[config.mk]
export PLATFORM = sky130hd
export DESIGN_NAME = cce_gf2_mul
export DESIGN_NICKNAME = d
export VERILOG_FILES = /design/src/hdl/cce_pkg.sv /design/src/hdl/cce_gf2_mul.sv
export SDC_FILE = /design/constraint.sdc
export NUM_CORES = 1
export LEC_CHECK = 0
export BUFFER_PORTS_ARGS = -buffer_cell sky130_fd_sc_hd__buf_4
export CAP_MARGIN = 20
export CORE_AREA = 2 2 425 427
export DETAILED_ROUTE_END_ITERATION = 10
export DIE_AREA = 0 0 427 429
export PLACE_DENSITY = 0.3
export SYNTH_ARGS = -nofsm -noshare
export SYNTH_HDL_FRONTEND = slang
export SYNTH_SLANG_ARGS = --single-unit
export TNS_END_PERCENT = 20
[constraint.sdc]
create_clock -name vclk -period 1.15
set_input_delay 0 -clock vclk [all_inputs]
set_output_delay 0 -clock vclk [all_outputs]
set_load 0.005 [all_outputs]
[src/hdl/cce_pkg.sv]
`timescale 1ns / 1ps
package cce_pkg;

  localparam int REPEAT_BITS = 16;
  localparam int LENGTH_BITS = 31;

  localparam logic [31:0] POLY_RESET = 32'hEDB8_8320;
  localparam logic [31:0] CRC_ONES   = 32'hFFFF_FFFF;

  typedef enum logic [1:0] {
    FN_BYTE   = 2'd0,
    FN_REPEAT = 2'd1,
    FN_COMB   = 2'd2,
    FN_INIT   = 2'd3
  } func_t;

  typedef enum logic {
    CFG_POLY = 1'b0,
    CFG_MSB  = 1'b1
  } cfg_idx_t;

  typedef enum logic [1:0] {
    ST_IDLE,
    ST_REP,
    ST_SQ,
    ST_APPLY
  } state_t;

  typedef logic [31:0][31:0] gf2_mat_t;

  function automatic logic [7:0] rev8(input logic [7:0] v);
    logic [7:0] r;
    for (int i = 0; i < 8; i++) r[i] = v[7-i];
    return r;
  endfunction

  function automatic logic [31:0] rev32(input logic [31:0] v);
    logic [31:0] r;
    for (int i = 0; i < 32; i++) r[i] = v[31-i];
    return r;
  endfunction

  // reflected table entry, eight conditional shifts
  function automatic logic [31:0] refl_entry(input logic [7:0] idx, input logic [31:0] poly);
    logic [31:0] c;
    c = {24'd0, idx};
    for (int i = 0; i < 8; i++) c = c[0] ? ((c >> 1) ^ poly) : (c >> 1);
    return c;
  endfunction

  function automatic logic [31:0] fold_byte(input logic [31:0] crc, input logic [7:0] b,
                                            input logic [31:0] poly, input logic msb);
    logic [7:0] t;
    if (msb) begin
      t = crc[31:24] ^ b;
      return (crc << 8) ^ rev32(refl_entry(rev8(t), poly));
    end else begin
      t = crc[7:0] ^ b;
      return (crc >> 8) ^ refl_entry(t, poly);
    end
  endfunction

endpackage

[src/hdl/cce_gf2_mul.sv]
`timescale 1ns / 1ps
module cce_gf2_mul
  import cce_pkg::*;
(
  input  gf2_mat_t    mat,
  input  logic [31:0] vec,
  output logic [31:0] prod
);
  // xor of the rows picked by the set bits of vec
  always_comb begin
    prod = '0;
    for (int i = 0; i < 32; i++) begin
      if (vec[i]) prod = prod ^ mat[i];
    end
  end
endmodule

* Yosys cells after proc, flatten, opt, wreduce, memory -nomap -nowiden
Cells that the tools add are included.
Cells by class: muxes and demuxes 32, bitwise logic cells 31
Operators by type and width (number):
- $mux W32 | 32
- $xor A32 B32 Y32 | 31
Storage, ports and cells: bits in registers 0

* Longest topological paths before layout
depth in word-level cells 63, mapped depth 7

* Worst setup path after synthesis
No wires, ideal clock.
path kind input -> output, from in vec[22], to out prod[0], arrival 1.008 ns, data required time 1.150 ns, setup slack 0.142 ns, stages on the path 7, cell sequence buf_2 -> nand2_1 -> xor2_1 -> xnor2_1 -> xnor2_1 -> xnor2_1 -> xnor2_1
On the way: word-level cells in the longest chain between the ends 19
Ends and longest elaborated chain:
- from (decl) | RTL line cce_gf2_mul.sv:6 | input logic [31:0] vec,
- $mux W32 (*) | RTL line cce_gf2_mul.sv:13 | if (vec[i]) prod = prod ^ mat[i];
- $xor A32 B32 Y32 | RTL line cce_gf2_mul.sv:13
- $mux W32 (*) | RTL line cce_gf2_mul.sv:13
- $xor A32 B32 Y32 | RTL line cce_gf2_mul.sv:13
- $mux W32 (*) | RTL line cce_gf2_mul.sv:13
- $xor A32 B32 Y32 | RTL line cce_gf2_mul.sv:13
- $mux W32 (*) | RTL line cce_gf2_mul.sv:13
- $xor A32 B32 Y32 | RTL line cce_gf2_mul.sv:13
- [... 3 more ...]
- $xor A32 B32 Y32 | RTL line cce_gf2_mul.sv:13
- $mux W32 (*) | RTL line cce_gf2_mul.sv:13
- $xor A32 B32 Y32 | RTL line cce_gf2_mul.sv:13
- $mux W32 (*) | RTL line cce_gf2_mul.sv:13
- $xor A32 B32 Y32 | RTL line cce_gf2_mul.sv:13
- $mux W32 (*) | RTL line cce_gf2_mul.sv:13
- $xor A32 B32 Y32 | RTL line cce_gf2_mul.sv:13
- $mux W32 (*) | RTL line cce_gf2_mul.sv:13
- to (decl) | RTL line cce_gf2_mul.sv:7 | output logic [31:0] prod
Every way passes the cells marked *; elsewhere a longest branch is shown, timed or not.

* Worst setup path in the final report
from in vec[9], to out prod[20]
On the way: word-level cells in the longest chain between the ends 45
Ends and longest elaborated chain (RTL line):
- $mux W32 (*) | cce_gf2_mul.sv:13
- $xor A32 B32 Y32 | cce_gf2_mul.sv:13
- $mux W32 (*) | cce_gf2_mul.sv:13
- $xor A32 B32 Y32 | cce_gf2_mul.sv:13
- $mux W32 (*) | cce_gf2_mul.sv:13
- $xor A32 B32 Y32 | cce_gf2_mul.sv:13
- $mux W32 (*) | cce_gf2_mul.sv:13
- $xor A32 B32 Y32 | cce_gf2_mul.sv:13
- [... 29 more ...]
- $xor A32 B32 Y32 | cce_gf2_mul.sv:13
- $mux W32 (*) | cce_gf2_mul.sv:13
- $xor A32 B32 Y32 | cce_gf2_mul.sv:13
- $mux W32 (*) | cce_gf2_mul.sv:13
- $xor A32 B32 Y32 | cce_gf2_mul.sv:13
- $mux W32 (*) | cce_gf2_mul.sv:13
- $xor A32 B32 Y32 | cce_gf2_mul.sv:13
- $mux W32 (*) | cce_gf2_mul.sv:13
Marks and branches as above.

==> flow_metrics.env <==
export IMPL_critPathRequiredTime_ns=1.15
export IMPL_critPathLaunchType="primary input"
export IMPL_worst_hold_path_type="in2out"
export IMPL_clock_fmax_mhz=515
export IMPL_violations="negative setup slack"
export IMPL_regArea_um2=0
export IMPL_grt_max_degree=19
export IMPL_postSynthAreaPerCell_um2=6.35
export IMPL_synth_most_common_cell="nand2_1"
export IMPL_final_hold_violation_count=0
export IMPL_yosys_area_top_type_share_pct=48.7
export IMPL_gp_congestion=0.897
export IMPL_fin_cells=5890
export IMPL_io_buffers=1088
export IMPL_setup_ws_ns=-0.791
export IMPL_syn_cell_area_um2=13400
export IMPL_p_leak_nw=14.2
export IMPL_synth_area_leaders="xnor2_1 (49%), nand2_1 (29%), xor2_1 (15%), xnor2_2 (2.7%), buf_6 (2.0%)"
export IMPL_rsz0062_at_grt="yes"
export IMPL_synth_top_cell_by_area="xnor2_1"
export IMPL_cp_end_kind="output port"
export IMPL_use_met1_pct=22.9
export IMPL_antenna_found_initial=60
export IMPL_crit_chain="buf_8, buf_12, buf_12, buf_12, nand2_8, xnor2_4, xnor2_2, xnor2_2, xnor2_4, xnor2_2, buf_4, buf_6"
export IMPL_cts_hold_buf=0
export IMPL_detail_route_antenna_nets=0
export IMPL_first_global_vias=20100
export IMPL_tns_ns=-22.12
export IMPL_ys_warn_count=0
export IMPL_maxCapViolations=0
export IMPL_power_density_nw_per_um2=1070
export IMPL_place_inst=5813
export IMPL_finalMaxSlewViolations=0
export IMPL_fin_crit_sh_pct=169
export IMPL_via_per_inst=3.22
export IMPL_nClkBuffers=0
export IMPL_ir_worst_vdd_mv=0.983
export IMPL_setup_viol=32
export IMPL_fin_area_um2=31700
export IMPL_vias=19000
export IMPL_relSlewSlack_pct=69.6
export IMPL_place_ws_ns=-1.49
export IMPL_ios=1088
export IMPL_status="finished, violations left"
export IMPL_syn_to_final_growth_pct=136
export IMPL_busiest_layer="met2"
export IMPL_holdWs_ns=0.854
export IMPL_row_count=155
export IMPL_final_core_util_pct=17.8
export IMPL_drive_gt1_share_pct=52.9
export IMPL_die_area_um2=183000
export IMPL_drt_total_wl_mm=172
export IMPL_dieWidth_um=427
export IMPL_cp_startpoint="vec[9]"
export IMPL_drc=0
export IMPL_finalPower_mw=33.8
export IMPL_nets=4580
export IMPL_grt_usage_pct=18.0
export IMPL_routedWlPerCell_um=29.3
export IMPL_max_stage_delay_ns=0.38
export IMPL_path_class="in2out"
export IMPL_dp_hpwl_mm=154
export IMPL_initial_core_util_pct=7.53
export IMPL_grt_overflow_total=0
export IMPL_seq_cells=0
export IMPL_drt_iter0_markers=969
export IMPL_crit_fanout=6
export IMPL_syn_inst=2112
export IMPL_fp_coreArea_um2=178000
export IMPL_placed_area_um2=27500
export IMPL_synth_yosys_seq_area_share_pct=0
export IMPL_period_minus_slack_ns=1.94
export IMPL_worstPathArrival_ns=1.94
export IMPL_die_h_um=429
export IMPL_slowest_stage="xnor2_2"
export IMPL_holdCritStartpoint="mat[77]"
export IMPL_grt_util_met2_pct=32.6
export IMPL_worstMarginPinSlew_ns=0.454
export IMPL_drt_pass1_iter_count=5
export IMPL_synth_common_cells="nand2_1 (1020), xnor2_1 (746), xor2_1 (224)"
export IMPL_synthesis_nets=3168
export IMPL_grt_pass1_wl_mm=212
export IMPL_synth_cell_types=8
export IMPL_gr_usage_met3_pct=2.94
-- area by class of cell --
type | instances | area [um2]
Fill cell | 20500 | 146000
Tap cell | 2355 | 2950
Timing Repair Buffer | 1506 | 13200
Multi-Input combinational cell | 2016 | 15500
Antenna cell | 13 | 32.5
-- worst max-delay path, delay by kind of cell --
| kind | cells | cell delay, ns |
|---|---|---|
| xor gates and xnor gates | 5 | 1.10 |
| buffers and inverters | 6 | 0.74 |
| and+or+nand+nor | 1 | 0.06 |
-- power breakdown --
| part | switching (mW) | total (mW) | internal [mW] |
|---|---|---|---|
| logic | 15.7 | 33.8 | 18.2 |
| registers | 0 | 0 | 0 |
| clock network | 0 | 0.00000134 | 0.00000134 |
-- repair_timing --
action | 4_1_cts | 5_1_grt
cloned | 3 | 0
pin swaps | 134 | 104
gates resized for setup | 352 | 180
setup buffers | 53 | 18
setup endpoints to repair | 32 | 32
-- final timing paths --
kind | endpoint | depth (start not counted) | slack, ns
worst max-delay path | prod[20] | 12 | -0.79
worst min-delay path | prod[13] | 8 | 0.85
-- cells in the final DEF, fill, tap and decap left out, drive strengths merged --
cell type     n
buf        1504
xor2        224
nand2      1024
xnor2       768
diode        13
bufbuf        2
-- cell families after synthesis --
| group | count (synthesis) | synth area share [%] |
|---|---|---|
| buf+inv | 96 | 5.21 |
| simple gates | 1024 | 28.7 |
| xor+xnor | 992 | 66.0 |
-- metal layers --
layer  wire length [um]  up-vias
met5                178        -
met4               1610       30
met3               8860      104
met2              87100      689
met1              74700     9098
li1                   -     9067
(Power assumes the default switching activity.)
